### src/rtl/bfmh_pkg.sv
package bfmh_pkg;

    localparam int MaxBits     = 8192;
    localparam int StoreBytes  = MaxBits / 8;
    localparam int AddrW       = $clog2(StoreBytes);
    localparam int BitW        = $clog2(MaxBits);
    localparam int SizeW       = 14;
    localparam int HashCount   = 8;
    localparam int HashIdxW    = 3;

    localparam logic [1:0] OpKey   = 2'd0;
    localparam logic [1:0] OpClear = 2'd1;
    localparam logic [1:0] OpFill  = 2'd2;

    localparam logic [1:0] RegNumHashes = 2'd0;
    localparam logic [1:0] RegUsedBits  = 2'd1;

    localparam logic [31:0] Seed0 = 32'd5381;
    localparam logic [31:0] Seed2 = 32'd2166136261;

    // Commands from the controller to the datapath.
    typedef struct packed {
        logic                absorb;
        logic                seed;
        logic                mod_start;
        logic [HashIdxW-1:0] hash_sel;
        logic                mem_rd;
        logic                mem_wr_set;
        logic                sweep_wr;
        logic                sweep_value;
        logic                sweep_start;
        logic                count_inc;
        logic                count_clear;
        logic                count_fill;
        logic                miss_clear;
    } bfmh_cmd_t;

    // Status from the datapath to the controller.
    typedef struct packed {
        logic mod_done;
        logic sweep_last;
        logic count_full;
        logic bit_hit;
    } bfmh_sts_t;

endpackage

### src/rtl/bfmh_ctrl.sv
module bfmh_ctrl
    import bfmh_pkg::*;
(
    input  logic       aclk,
    input  logic       aresetn,
    input  logic       s_valid,
    output logic       s_ready,
    input  logic [1:0] s_op,
    input  logic       s_is_query,
    input  logic       s_last_byte,
    input  logic [3:0] num_hashes,
    input  bfmh_sts_t  sts,
    output bfmh_cmd_t  cmd,
    output logic       m_valid,
    input  logic       m_ready,
    output logic       m_is_member,
    output logic       m_was_query
);

    typedef enum logic [2:0] {
        S_IDLE, S_SWEEP, S_MOD, S_READ, S_CHECK, S_NEXT, S_DONE
    } state_t;

    state_t              state_reg;
    logic                query_reg;
    logic                member_reg;
    logic [3:0]          k_reg;
    logic [HashIdxW:0]   idx_reg;
    logic                fill_reg;
    logic                out_free;
    logic                take;

    // The result register frees when taken.
    assign out_free = !m_valid || m_ready;
    assign s_ready  = (state_reg == S_IDLE) && out_free;
    assign take     = s_valid && s_ready;

    always_comb begin
        cmd             = '0;
        cmd.hash_sel    = idx_reg[HashIdxW-1:0];
        cmd.sweep_value = fill_reg;
        if (take && s_op == OpKey) begin
            cmd.absorb = 1'b1;
        end
        // An add counts as soon as its last byte is taken.
        if (take && s_op == OpKey && s_last_byte && !s_is_query) begin
            cmd.count_inc = 1'b1;
        end
        if (take && s_op == OpClear) begin
            cmd.sweep_start = 1'b1;
            cmd.count_clear = 1'b1;
        end
        if (take && s_op == OpFill) begin
            cmd.sweep_start = 1'b1;
            cmd.count_fill  = 1'b1;
        end
        case (state_reg)
            S_SWEEP: cmd.sweep_wr = 1'b1;
            S_NEXT:  cmd.mod_start = (idx_reg < k_reg);
            S_READ:  cmd.mem_rd = 1'b1;
            S_CHECK: cmd.mem_wr_set = !query_reg;
            S_DONE:  cmd.seed = 1'b1;
            default: ;
        endcase
    end

    always_ff @(posedge aclk) begin
        if (!aresetn) begin
            state_reg   <= S_IDLE;
            m_valid     <= 1'b0;
            query_reg   <= 1'b0;
            member_reg  <= 1'b0;
            k_reg       <= '0;
            idx_reg     <= '0;
            fill_reg    <= 1'b0;
            m_is_member <= 1'b0;
            m_was_query <= 1'b0;
        end else begin
            if (m_valid && m_ready) begin
                m_valid <= 1'b0;
            end
            case (state_reg)
                S_IDLE: begin
                    if (take && (s_op == OpClear || s_op == OpFill)) begin
                        fill_reg  <= (s_op == OpFill);
                        state_reg <= S_SWEEP;
                    end else if (take && s_op == OpKey && s_last_byte) begin
                        query_reg  <= s_is_query;
                        member_reg <= 1'b1;
                        k_reg      <= (num_hashes > 4'd8) ? 4'd8 : num_hashes;
                        idx_reg    <= '0;
                        state_reg  <= S_NEXT;
                    end
                end
                S_SWEEP: begin
                    if (sts.sweep_last) begin
                        state_reg <= S_IDLE;
                    end
                end
                S_NEXT: begin
                    if (cmd.mod_start && !(query_reg && (!member_reg || sts.count_full)))
                    begin
                        state_reg <= S_MOD;
                    end else begin
                        state_reg <= S_DONE;
                    end
                end
                S_MOD: begin
                    if (sts.mod_done) begin
                        state_reg <= S_READ;
                    end
                end
                S_READ: state_reg <= S_CHECK;
                S_CHECK: begin
                    if (query_reg && !sts.bit_hit) begin
                        member_reg <= 1'b0;
                    end
                    idx_reg   <= idx_reg + 1'b1;
                    state_reg <= S_NEXT;
                end
                S_DONE: begin
                    m_valid     <= 1'b1;
                    m_is_member <= query_reg && member_reg;
                    m_was_query <= query_reg;
                    state_reg   <= S_IDLE;
                end
                default: state_reg <= S_IDLE;
            endcase
        end
    end

endmodule

### config.mk
export PLATFORM = sky130hd
export DESIGN_NAME = bfmh_ctrl
export DESIGN_NICKNAME = d
export VERILOG_FILES = /design/src/rtl/bfmh_pkg.sv /design/src/rtl/bfmh_ctrl.sv
export SDC_FILE = /design/constraint.sdc
export NUM_CORES = 1
export LEC_CHECK = 0
export ABC_AREA = 0
export BUFFER_PORTS_ARGS = -buffer_cell sky130_fd_sc_hd__clkbuf_2
export CAP_MARGIN = 40
export CORE_ASPECT_RATIO = 1.4
export CORE_MARGIN = 2
export CORE_UTILIZATION = 44
export CTS_CLUSTER_DIAMETER = 30
export DETAILED_ROUTE_END_ITERATION = 8
export GPL_TIMING_DRIVEN = 0
export HOLD_SLACK_MARGIN = 0.03
export PLACE_DENSITY = 0.68
export SETUP_SLACK_MARGIN = 0.2
export SLEW_MARGIN = 20
export SYNTH_ARGS = -nofsm -noshare
export SYNTH_HDL_FRONTEND = slang
export SYNTH_SLANG_ARGS = --single-unit
### constraint.sdc
create_clock -name aclk -period 1.8 [get_ports aclk]
set_input_delay 0.09 -clock aclk [delete_from_list [all_inputs] [get_ports aclk]]
set_output_delay 0.09 -clock aclk [all_outputs]
set_load 0.02 [all_outputs]
==> out/summary.md, run 1 <==
- **run status** finished clean
- **nature of the critical path startpoint** flop
- **instance count on the critical path** 6
- **hold_sp** s_is_query
- **power per standard cell area** 716 nW/um^2
- **post-synthesis cell area** 1120 um^2
- **DIE HEIGHT** 63.7 um
- **adder-cell share of the synthesized area** 7.83%
- **post-synthesis async set-or-reset flop share** 0%
- **MaxCap Viol Count** 0
- **leakage power total** 0.706 nW
- **Yosys warning count** 0
- **ratio of final minimum period to clock period** 92.2%
- **mean cell area of the mapped netlist** 8.81 um^2
- **crit-path max FO** 6
- **Max Freq** 0.603 GHz
- **critical path, cell by cell** buf_6 -> nor4b_4 -> buf_4 -> nand4_4 -> or3b_1 -> a21boi_1
- **main flop type after synthesis** sky130_fd_sc_hd__dfxtp_1
- **critical path endpoint category** flop
- **slowest library cell on the worst path** sky130_fd_sc_hd__or3b_1
- **drt drc** 0
- **cell count of the worst hold path** 3
- **final setup violation count** 0
- **hold crit path type** in2reg
- **unrepaired setup endpoints after global routing** true
- **utilization after layout** 65.9%
- **DR iter-0 viols** 32
- **endpoint of the worst hold-timing path** query_reg
- **width of the die** 46.6 um
- **half-perimeter wire length of the detailed placement result** 2070 um
- **Global Route Usage Sum** 21.4%
- **Arrival @ worst endpoint** 1.90 ns
- **most instantiated library cell after synthesis** sky130_fd_sc_hd__dfxtp_1
- **most numerous cell types in the synthesized netlist** sky130_fd_sc_hd__dfxtp_1, sky130_fd_sc_hd__nand2_1, sky130_fd_sc_hd__ha_1, sky130_fd_sc_hd__inv_1, sky130_fd_sc_hd__nor2_1
- **routed via count divided by cell count** 5.32
- **total number of clock tree sinks** 17
- **CTS H-tree lvls** 1
- **number of storage elements in the synthesis netlist** 17
- **Core Box Area** 2390 um^2
- **number of buffers created by CTS** 3
- **FP Rows** 21
- **area enclosed by the die boundary** 2970 um^2
- **Reg clk slew, reported paths** 0.10 ns
- **kind of critical path** reg2reg
- **Synth Area in Compound Gates** 16.2%
- **Req. time, crit path** 2.04 ns
- **number of buffers and inverters on the critical path** 2
- **top cell type's share of synthesized area** 30.4%
- **biggest area contributors in the synthesized netlist** sky130_fd_sc_hd__dfxtp_1, sky130_fd_sc_hd__ha_1, sky130_fd_sc_hd__nand2_1
- **Clk Latency, worst-skew pair** 0.30 ns
- **number of top-level design ports** 35
- **number of nets in the final layout** 199
- **layout overhead on the synthesized area** 40.9%
- **routed wire length** 2850 um
- **combinational family with the most area after synthesis** simple AND/OR/NAND/NOR gates
- **filler instances** 212
- **sequential fraction of the synthesis area** 30.4%
- **vias post-DR** 1,111
- **clock tree from TritonCTS** done
- **post-synthesis instance total** 127
- **hold buffer count at CTS** 0
- **min cycle time layout** 1.66 ns
- **EDFF count, synth** 0
- **final hold violation count** 0
- **final worst clock skew** 0.00291 ns
- **sum of negative setup slack** 0 ns
- **net count after synthesis** 150
- **Worst IR Drop VDD** 427 uV
- **multiplexer area fraction after synthesis** 2.68%
- **layout cell share with drive strength beyond 1** 49.1%
- **via count of the first global-routing pass** 1,098
- **launching point of the worst reg2reg path** state_reg[0]
- **Synth cell types** 46
- **worst reg2reg path depth** 6
- **drt pass-1 iters** 4
- **average detailed-routed wire length per instance** 13.6 um
- **Antenna Diode Count** 0
- **final-report max-slew violation count** 0
- **quantity of I/O buffers inserted on ports** 33
- **area fraction in and, or, nand and nor cells after synthesis** 33.7%
- **capture point of the worst reg-to-reg path** k_reg[0]
- **Yosys top cell by area** sky130_fd_sc_hd__dfxtp_1
- **minimum hold slack** 0.0709 ns
- **largest buffer count on any clock path** 2
- **master cell of the clock root buffer** sky130_fd_sc_hd__clkbuf_4
- **global-route wire length before repair** 4730 um
- **xor and xnor fraction of the mapped netlist area** 0%
- **number of antenna violations at the first check in global routing** 0
- **pin count of the biggest net entering global routing** 11
- **Top delay family on crit path** simple AND/OR/NAND/NOR gates
- **Largest stage delay, worst path** 0.37 ns
- **remaining number of nets flagged by the antenna check after routing** 0
- **GRT overflow** 0
- **setup slack of the most critical reg-to-reg path** 0.14 ns
- **routability-driven placement congestion ratio** 0.776
- **Initial Utilization** 46.8%
worst register-to-register path, cell delays in order, from the launching register on:
cell,delay (ns)
sky130_fd_sc_hd__dfxtp_2,0.34
sky130_fd_sc_hd__buf_6,0.12
sky130_fd_sc_hd__nor4b_4,0.30
sky130_fd_sc_hd__buf_4,0.19
sky130_fd_sc_hd__nand4_4,0.14
sky130_fd_sc_hd__or3b_1,0.38
sky130_fd_sc_hd__a21boi_1,0.13
logic make-up (layout without fill, tap and decap cells):
group           after synthesis  after routing
buf+inv                      17             65
other cells                   1              1
compound gates               25             25
flops                        17             17
simple gates                 57             57
mux                           3              3
fa+ha+maj                     7              7
layer usage:
layer	wire [um]	track usage [%]	up-vias	share of wire, %
met5	0	0	-	0
met4	60	7.29	0	2.1
met3	144	2.01	7	5.1
met2	1570	39.4	34	55
met1	1070	23.8	532	38
li1	-	-	538	-
power breakdown:
group | switching, mW | internal [mW]
Combinational | 0.250 | 0.234
Clock | 0.132 | 0.0831
Sequential | 0.0284 | 0.401
Total | 0.411 | 0.718
worst max-delay path by stage:
stage / startpoint / to / slack [ns]
after floorplan: m_valid / idx_reg[2] / 0.24
after global placement: s_op[0] / idx_reg[3] / 0.12
after detailed placement: s_op[0] / idx_reg[3] / 0.07
after CTS: state_reg[2] / cmd[4] / 0.11
after global routing: state_reg[0] / k_reg[2] / 0.06
final: state_reg[0] / k_reg[0] / 0.14
cell type report:
class	count	area [um^2]	area share, %
buffer	10	78.8	5.00
clock buffer	3	22.5	1.43
clock inverter	1	5.00	0.317
inverter	7	26.3	1.67
multi-input combinational	93	787	49.9
sequential	17	357	22.6
tap	34	42.5	2.70
timing repair buffer	44	258	16.3
stage by stage:
step / power (mW) / area [um^2] / instances / worst slack, ns
after floorplan: 0.710 / 1120 / 127 / 0.240
after global placement: 0.804 / 1330 / 194 / 0.123
after detailed placement: 0.813 / 1330 / 194 / 0.0717
after CTS: 1.11 / 1500 / 207 / 0.114
after global routing: 1.20 / 1580 / 209 / 0.0562
final: 1.13 / 1580 / 209 / 0.141
what timing repair did:
| action | in CTS | in global routing |
|---|---|---|
| setup endpoints to repair | 14 | 19 |
| pin swaps | 13 | 11 |
| setup buffers | 9 | 2 |
| resized for setup | 17 | 24 |
layout by cell type, fill, tap and decap left out, types with 3 or more instances in the layout:
cell type / count
sky130_fd_sc_hd__clkbuf_2: 31
sky130_fd_sc_hd__buf_4: 17
sky130_fd_sc_hd__nand2_1: 14
sky130_fd_sc_hd__dfxtp_1: 8
sky130_fd_sc_hd__dfxtp_2: 7
sky130_fd_sc_hd__inv_1: 6
sky130_fd_sc_hd__nor2_1: 6
sky130_fd_sc_hd__and2_1: 5
sky130_fd_sc_hd__ha_1: 5
sky130_fd_sc_hd__buf_6: 4
sky130_fd_sc_hd__nor2b_1: 4
sky130_fd_sc_hd__a21boi_1: 4
sky130_fd_sc_hd__a21oi_1: 4
sky130_fd_sc_hd__mux2i_1: 3
sky130_fd_sc_hd__nand2b_1: 3
sky130_fd_sc_hd__or3b_1: 3
sky130_fd_sc_hd__a21boi_0: 3
sky130_fd_sc_hd__clkbuf_4: 3
Note: power is estimated with default switching activity, not from simulation.
==> run 2, diff against run 1 <==
--- a/config.mk
+++ b/config.mk
@@ -5,7 +5,7 @@
 export SDC_FILE = /design/constraint.sdc
 export NUM_CORES = 1
 export LEC_CHECK = 0
-export ABC_AREA = 0
+export ABC_AREA = 1
 export BUFFER_PORTS_ARGS = -buffer_cell sky130_fd_sc_hd__clkbuf_2
 export CAP_MARGIN = 40
 export CORE_ASPECT_RATIO = 1.4
@@ -15,9 +15,8 @@
 export DETAILED_ROUTE_END_ITERATION = 8
 export GPL_TIMING_DRIVEN = 0
 export HOLD_SLACK_MARGIN = 0.03
-export PLACE_DENSITY = 0.68
+export PLACE_DENSITY = 0.69
 export SETUP_SLACK_MARGIN = 0.2
-export SLEW_MARGIN = 20
 export SYNTH_ARGS = -nofsm -noshare
 export SYNTH_HDL_FRONTEND = slang
 export SYNTH_SLANG_ARGS = --single-unit
==> run 2 against run 1 <==
Net effect: synthesized area is 3.8% lower; sequential power is 4.9% higher; cell area is 8.5% lower.
==> out/summary.md, run 2 <==
- **post-synthesis async set-or-reset flop share** 0%, unchanged
- **routed wire length** 2460 um, -14%
- **unrepaired setup endpoints after global routing** true
- **width of the die** 45.8 um, -1.7%
- **commonest non-fill, non-tap cells in the layout** sky130_fd_sc_hd__clkbuf_2, sky130_fd_sc_hd__inv_1, sky130_fd_sc_hd__nand2_1, sky130_fd_sc_hd__a21oi_1, sky130_fd_sc_hd__buf_4
- **Power Internal** 0.720 mW, +0.36%
- **Logic pwr share** 46.0%, +3.1 points
- **utilization after layout** 61.0%, -4.9 points
- **area enclosed by the die boundary** 2860 um^2, -3.5%
- **post-synthesis cell area** 1080 um^2, -3.8%
- **routability-driven placement congestion ratio** 0.845, +8.9%
- **total power after layout** 1.22 mW, +8.0%
- **CTS H-tree lvls** 1, unchanged
- **Design Area, Final** 1440 um^2, -8.5%
- **vias post-DR** 1,100, -0.99%
- **master cell of the clock root buffer** sky130_fd_sc_hd__clkbuf_4
- **number of nets in the final layout** 221, +11%
- **Req. time, crit path** 1.71 ns, -0.33 ns
- **half-perimeter wire length of the detailed placement result** 1920 um, -7.2%
- **main flop type after synthesis** sky130_fd_sc_hd__dfxtp_1
- **global-route wire length before repair** 4110 um, -13%
- **slowest library cell on the worst path** sky130_fd_sc_hd__dfxtp_2
- **filler instances** 226, +6.6%
- **run status** finished clean
- **post-placement worst setup slack** 0.317 ns, +0.246 ns
- **DIE HEIGHT** 62.5 um, -1.8%
- **hold crit path type** in2reg
- **Yosys warning count** 0, unchanged
- **final setup violation count** 0, unchanged
- **switching power** 0.498 mW, +21%
- **power per standard cell area** 845 nW/um^2, +18%
- **most instantiated library cell after synthesis** sky130_fd_sc_hd__inv_1
- **proportion of power drawn by flip-flops and latches** 37.0%, -1.1 points
- **total number of clock tree sinks** 17, unchanged
- **Synth cell types** 29, -37%
- **final worst clock skew** 0.00296 ns, +0.0000492 ns
- **critical path endpoint category** output pin
- **kind of critical path** reg2out
- **non-filler cells in the finished layout** 220, +5.3%
- **number of antenna violations at the first check in global routing** 0, unchanged
- **number of placed cells counting well taps** 206, +6.2%
- **DR iter-0 viols** 38, +19%
- **number of buffers created by CTS** 3, unchanged
- **Reg clk slew, reported paths** 0.10 ns, about the same
- **average detailed-routed wire length per instance** 11.2 um, -18%
- **biggest area contributors in the synthesized netlist** sky130_fd_sc_hd__dfxtp_1, sky130_fd_sc_hd__inv_1, sky130_fd_sc_hd__nand2_1
- **largest buffer count on any clock path** 2, unchanged
- **net count after synthesis** 174, +16%
- **final-report max-slew violation count** 0, unchanged
- **most frequent standard cell in the layout excluding fill and tap cells** sky130_fd_sc_hd__clkbuf_2
- **post-synthesis instance total** 151, +19%
- **mean cell area of the mapped netlist** 7.13 um^2, -19%
- **clock network power share** 17.0%, -2.1 points
- **Arrival @ worst endpoint** 1.49 ns, -0.41 ns
- **Core Box Area** 2360 um^2, -1.1%
- **nature of the critical path startpoint** flop
- **min cycle time layout** 1.58 ns, -0.0795 ns
- **MaxCap Viol Count** 0, unchanged
- **Initial Utilization** 45.5%, -1.3 points
- **pin count of the biggest net entering global routing** 11, unchanged
- **number of storage elements in the synthesis netlist** 17, unchanged
- **layout cell share with drive strength beyond 1** 40.1%, -9.0 points
- **clock tree from TritonCTS** done
- **Max Freq** 0.633 GHz, +5.0%
- **crit-path max FO** 2, -4
- **FP Rows** 21, unchanged
- **critical path, cell by cell** inv_2 -> ha_4 -> nand2_2 -> inv_2 -> nor3_2 -> and2_1 -> clkbuf_8
- **Post-DP Area** 1260 um^2, -4.7%
- **switching portion of total power** 40.9%, +4.5 points
- **most numerous cell types in the synthesized netlist** sky130_fd_sc_hd__inv_1, sky130_fd_sc_hd__nand2_1, sky130_fd_sc_hd__dfxtp_1
- **ratio of final minimum period to clock period** 87.8%, -4.4 points
- **drt drc** 0, unchanged
- **sum of negative setup slack** 0 ns, unchanged
- **number of top-level design ports** 35, unchanged
- **Clk Latency, worst-skew pair** 0.29 ns, about the same
- **layout overhead on the synthesized area** 34.1%
- **Yosys top cell by area** sky130_fd_sc_hd__dfxtp_1
- **leakage power total** 0.732 nW, +3.6%
- **quantity of I/O buffers inserted on ports** 32, -3.0%
- **critical path's most frequent cell** sky130_fd_sc_hd__inv_2
- **Global Route Usage Sum** 18.7%, -2.7 points
- **drt pass-1 iters** 4, unchanged
- **minimum hold slack** 0.0927 ns, +0.0217 ns
- **remaining number of nets flagged by the antenna check after routing** 0, unchanged
- **final hold violation count** 0, unchanged
- **sequential fraction of the synthesis area** 31.6%, +1.2 points
- **Largest stage delay, worst path** 0.33 ns, -0.04 ns
- **routed via count divided by cell count** 5.00, -5.9%
- **EDFF count, synth** 0, unchanged
- **Worst IR Drop VDD** 461 uV, +8.0%
- **Antenna Diode Count** 0, unchanged
- **GRT overflow** 0, unchanged
- **via count of the first global-routing pass** 1,010, -8.0%
- **top cell type's share of synthesized area** 31.6%, +1.2 points
- **minimum setup slack in the final design** 0.220 ns, +0.0795 ns
run 2: per-layer routing:
metal | up-vias | part of all wire, % | track usage, %
li1 | 564 | - | -
met2 | 37 | 54 | 33.1
met4 | 0 | 1.7 | 7.86
met5 | - | 0 | 0
met3 | 4 | 4.6 | 2.02
met1 | 495 | 40 | 21.3
run 2: power by group through the flow:
stage | registers (mW) | logic (mW) | clock network, mW
2_1_floorplan | 0.446 | 0.377 | 0
3_3_place_gp | 0.454 | 0.481 | 0
3_5_place_dp | 0.455 | 0.491 | 0
4_1_cts | 0.449 | 0.539 | 0.207
5_1_grt | 0.457 | 0.621 | 0.218
6_report | 0.451 | 0.560 | 0.207
run 2: path summary, 6_finish.rpt:
kind	from	cells after the start	endpoint	slack [ns]
min	s_is_query	3	query_reg	0.09
min reg2reg	m_is_member	2	m_is_member	0.48
max	k_reg[3]	7	cmd[12]	0.22
max reg2reg	k_reg[3]	12	state_reg[2]	0.29
run 2: layout make-up:
type                    instances  area, um^2  area share [%]
plain buffers                   7        46.3            3.21
clock buffers                   4        26.3            1.82
inverters                      30         113            7.81
multi-input cells              97         623            43.2
flip-flops and latches         17         352            24.4
well taps                      23        28.8            1.99
repair buffers                 42         254            17.6
run 2: repair_timing:
item,4_1_cts,5_1_grt
setup buffers,4,3
gates resized for setup,9,17
setup endpoints to repair,3,11
pin swaps,4,5
endpoints found under the hold margin,3,0
hold buffers,3,0
run 2: logic make-up (layout without fill, tap and decap cells):
family | after synthesis | count (layout) | synth area share (%)
fa+ha+maj | 7 | 7 | 8.14
compound gates | 25 | 25 | 14.0
other cells | 1 | 1 | 0.349
buf+inv | 37 | 83 | 14.8
xor+xnor | 1 | 1 | 0.814
flops | 17 | 17 | 31.6
simple gates | 63 | 63 | 30.3
run 2: critical path, delay by kind of cell, from the launching register on:
family | cells | cell delay (ns)
buf+inv | 3 | 0.22
fa+ha+maj | 1 | 0.23
simple gates | 3 | 0.40
flops | 1 | 0.33
==> run 3, diff against run 2 <==
--- a/config.mk
+++ b/config.mk
@@ -6,12 +6,13 @@
 export NUM_CORES = 1
 export LEC_CHECK = 0
 export ABC_AREA = 1
-export BUFFER_PORTS_ARGS = -buffer_cell sky130_fd_sc_hd__clkbuf_2
+export BUFFER_PORTS_ARGS = -buffer_cell sky130_fd_sc_hd__buf_2
 export CAP_MARGIN = 40
 export CORE_ASPECT_RATIO = 1.4
 export CORE_MARGIN = 2
 export CORE_UTILIZATION = 44
 export CTS_CLUSTER_DIAMETER = 30
+export CTS_CLUSTER_SIZE = 28
 export DETAILED_ROUTE_END_ITERATION = 8
 export GPL_TIMING_DRIVEN = 0
 export HOLD_SLACK_MARGIN = 0.03
==> run 3 against run 2 <==
Net effect: fmax rose by 2.0%; clock power about the same; first-iteration DRC count shrank 47%; register-to-register slack better by 0.10 ns; via count decreased by 1.3%; critical endpoint unchanged; largest cell class unchanged; largest power group unchanged.
==> out/summary.md, run 3 (synthesis gave the netlist of run 2 again) <==
- **critical path endpoint category** output pin
- **FP Rows** 21, unchanged
- **minimum hold slack** 0.0304 ns, -0.0622 ns
- **number of buffers created by CTS** 3, unchanged
- **final hold violation count** 0, unchanged
- **global-route wire length before repair** 4160 um, +1.3%
- **half-perimeter wire length of the detailed placement result** 1910 um, -0.47%
- **Logic pwr share** 44.8%, -1.2 points
- **Antenna Diode Count** 0, unchanged
- **GRT overflow** 0, unchanged
- **routed wire length** 2450 um, -0.16%
- **leakage power total** 0.714 nW, -2.3%
- **clock network power share** 17.4%, +0.4 points
- **Global Route Usage Sum** 19.0%, +0.33 points
- **width of the die** 45.8 um, unchanged
- **crit-path max FO** 3, +1
- **proportion of power drawn by flip-flops and latches** 37.8%, +0.8 points
- **largest buffer count on any clock path** 2, unchanged
- **drt pass-1 iters** 4, unchanged
- **drt drc** 0, unchanged
- **transition time at the pin with the least slew margin** 0.509 ns
- **MaxCap Viol Count** 0, unchanged
- **unrepaired setup endpoints after global routing** true
- **number of nets in the final layout** 217, -1.8%
- **vias post-DR** 1,086, -1.3%
- **pin count of the biggest net entering global routing** 11, unchanged
- **kind of critical path** reg2out
- **number of top-level design ports** 35, unchanged
- **total number of clock tree sinks** 17, unchanged
- **final setup violation count** 0, unchanged
- **hold crit path type** in2reg
- **sum of negative setup slack** 0 ns, unchanged
- **ratio of final minimum period to clock period** 86.1%, -1.7 points
- **layout cell share with drive strength beyond 1** 38.9%, -1.2 points
- **run status** finished clean
- **nature of the critical path startpoint** flop
- **Max Freq** 0.645 GHz, +2.0%
- **power per standard cell area** 851 nW/um^2, +0.73%
- **remaining number of nets flagged by the antenna check after routing** 0, unchanged
- **Clk Latency, worst-skew pair** 0.29 ns, about the same
- **number of antenna violations at the first check in global routing** 0, unchanged
- **Arrival @ worst endpoint** 1.46 ns, -0.03 ns
- **quantity of I/O buffers inserted on ports** 32, unchanged
- **routability-driven placement congestion ratio** 0.841, -0.43%
- **switching portion of total power** 41.2%, +0.28 points
- **min cycle time layout** 1.55 ns, -0.0305 ns
- **master cell of the clock root buffer** sky130_fd_sc_hd__clkbuf_4
- **commonest non-fill, non-tap cells in the layout** sky130_fd_sc_hd__buf_2, sky130_fd_sc_hd__inv_1, sky130_fd_sc_hd__nand2_1, sky130_fd_sc_hd__a21oi_1
- **Worst IR Drop VDD** 526 uV, +14%
- **area enclosed by the die boundary** 2860 um^2, unchanged
- **layout overhead on the synthesized area** 30.3%
- **Max transition margin** 66.1%
- **most frequent standard cell in the layout excluding fill and tap cells** sky130_fd_sc_hd__buf_2
- **switching power** 0.491 mW, -1.4%
- **Initial Utilization** 45.5%, unchanged
- **Power Internal** 0.702 mW, -2.5%
- **CTS H-tree lvls** 1, unchanged
- **average detailed-routed wire length per instance** 11.4 um, +1.7%
- **Req. time, crit path** 1.71 ns, about the same
- **Core Box Area** 2360 um^2, unchanged
- **routed via count divided by cell count** 5.03, +0.56%
- **clock tree from TritonCTS** done
- **Reg clk slew, reported paths** 0.10 ns, about the same
- **final worst clock skew** 0.00558 ns, +0.00262 ns
- **final-report max-slew violation count** 0, unchanged
- **via count of the first global-routing pass** 1,057, +4.7%
- **filler instances** 230, +1.8%
- **DIE HEIGHT** 62.5 um, unchanged
- **DR iter-0 viols** 20, -47%
==> run 3: layout make-up <==
type	count	area, um^2	share of cell area (%)
Tap cell	23	28.8	2.05
Clock buffer	4	26.3	1.87
Buffer	7	46.3	3.30
Timing Repair Buffer	38	219	15.6
Multi-Input combinational cell	97	618	44.1
Inverter	30	113	8.03
Sequential cell	17	352	25.1
==> run 3: worst max-delay path, cell delays in order, from the launching register on <==
cell and delay (ns):
sky130_fd_sc_hd__dfxtp_4 0.37, sky130_fd_sc_hd__ha_4 0.23, sky130_fd_sc_hd__nand2_1 0.06, sky130_fd_sc_hd__inv_2 0.05
sky130_fd_sc_hd__nor3_4 0.19, sky130_fd_sc_hd__and2_4 0.17, sky130_fd_sc_hd__buf_6 0.11
==> run 3: worst paths after layout <==
kind	end	cells past startpoint	from	slack [ns]
hold reg to reg	k_reg[3]	2	k_reg[3]	0.48
hold / removal	k_reg[1]	3	num_hashes[1]	0.03
setup reg to reg	k_reg[1]	6	state_reg[1]	0.39
setup / recovery	cmd[12]	6	idx_reg[3]	0.25
==> run 3: power by group through the flow <==
stage | registers [mW] | logic (mW) | clock network [mW]
floorplan | 0.446 | 0.377 | 0
global placement | 0.453 | 0.480 | 0
detailed placement | 0.455 | 0.489 | 0
CTS | 0.451 | 0.520 | 0.211
global route | 0.457 | 0.592 | 0.222
finish | 0.451 | 0.535 | 0.207
==> run 3: through the flow <==
stage               worst slack (ns)  utilization, %  power, mW  instance area (um^2)  instances
finish                         0.251            59.3       1.19                  1400        216
global route                   0.193            59.3       1.27                  1400        216
CTS                            0.182            56.8       1.18                  1340        214
detailed placement             0.301            53.5      0.944                  1260        206
global placement               0.380            53.5      0.934                  1260        206
floorplan                      0.216               -      0.823                  1080        151
==> run 3: timing repair <==
item / CTS / global route
hold buffers: 2 / 0
endpoints found under the setup margin: 3 / 3
endpoints found under the hold margin: 2 / 0
setup buffers: 2 / 2
cloned: 0 / 0
pin swaps: 2 / 4
resized for setup: 6 / 16
==> run 3: per-layer routing <==
layer / share of wire [%] / GRT usage (%) / vias up / wire (um)
met4: 3.9 / 11.8 / 0 / 95
met5: 0 / 0 / - / 0
li1: - / - / 554 / -
met3: 5.1 / 2.02 / 7 / 124
met2: 51 / 32.0 / 43 / 1250
met1: 40 / 21.5 / 482 / 987
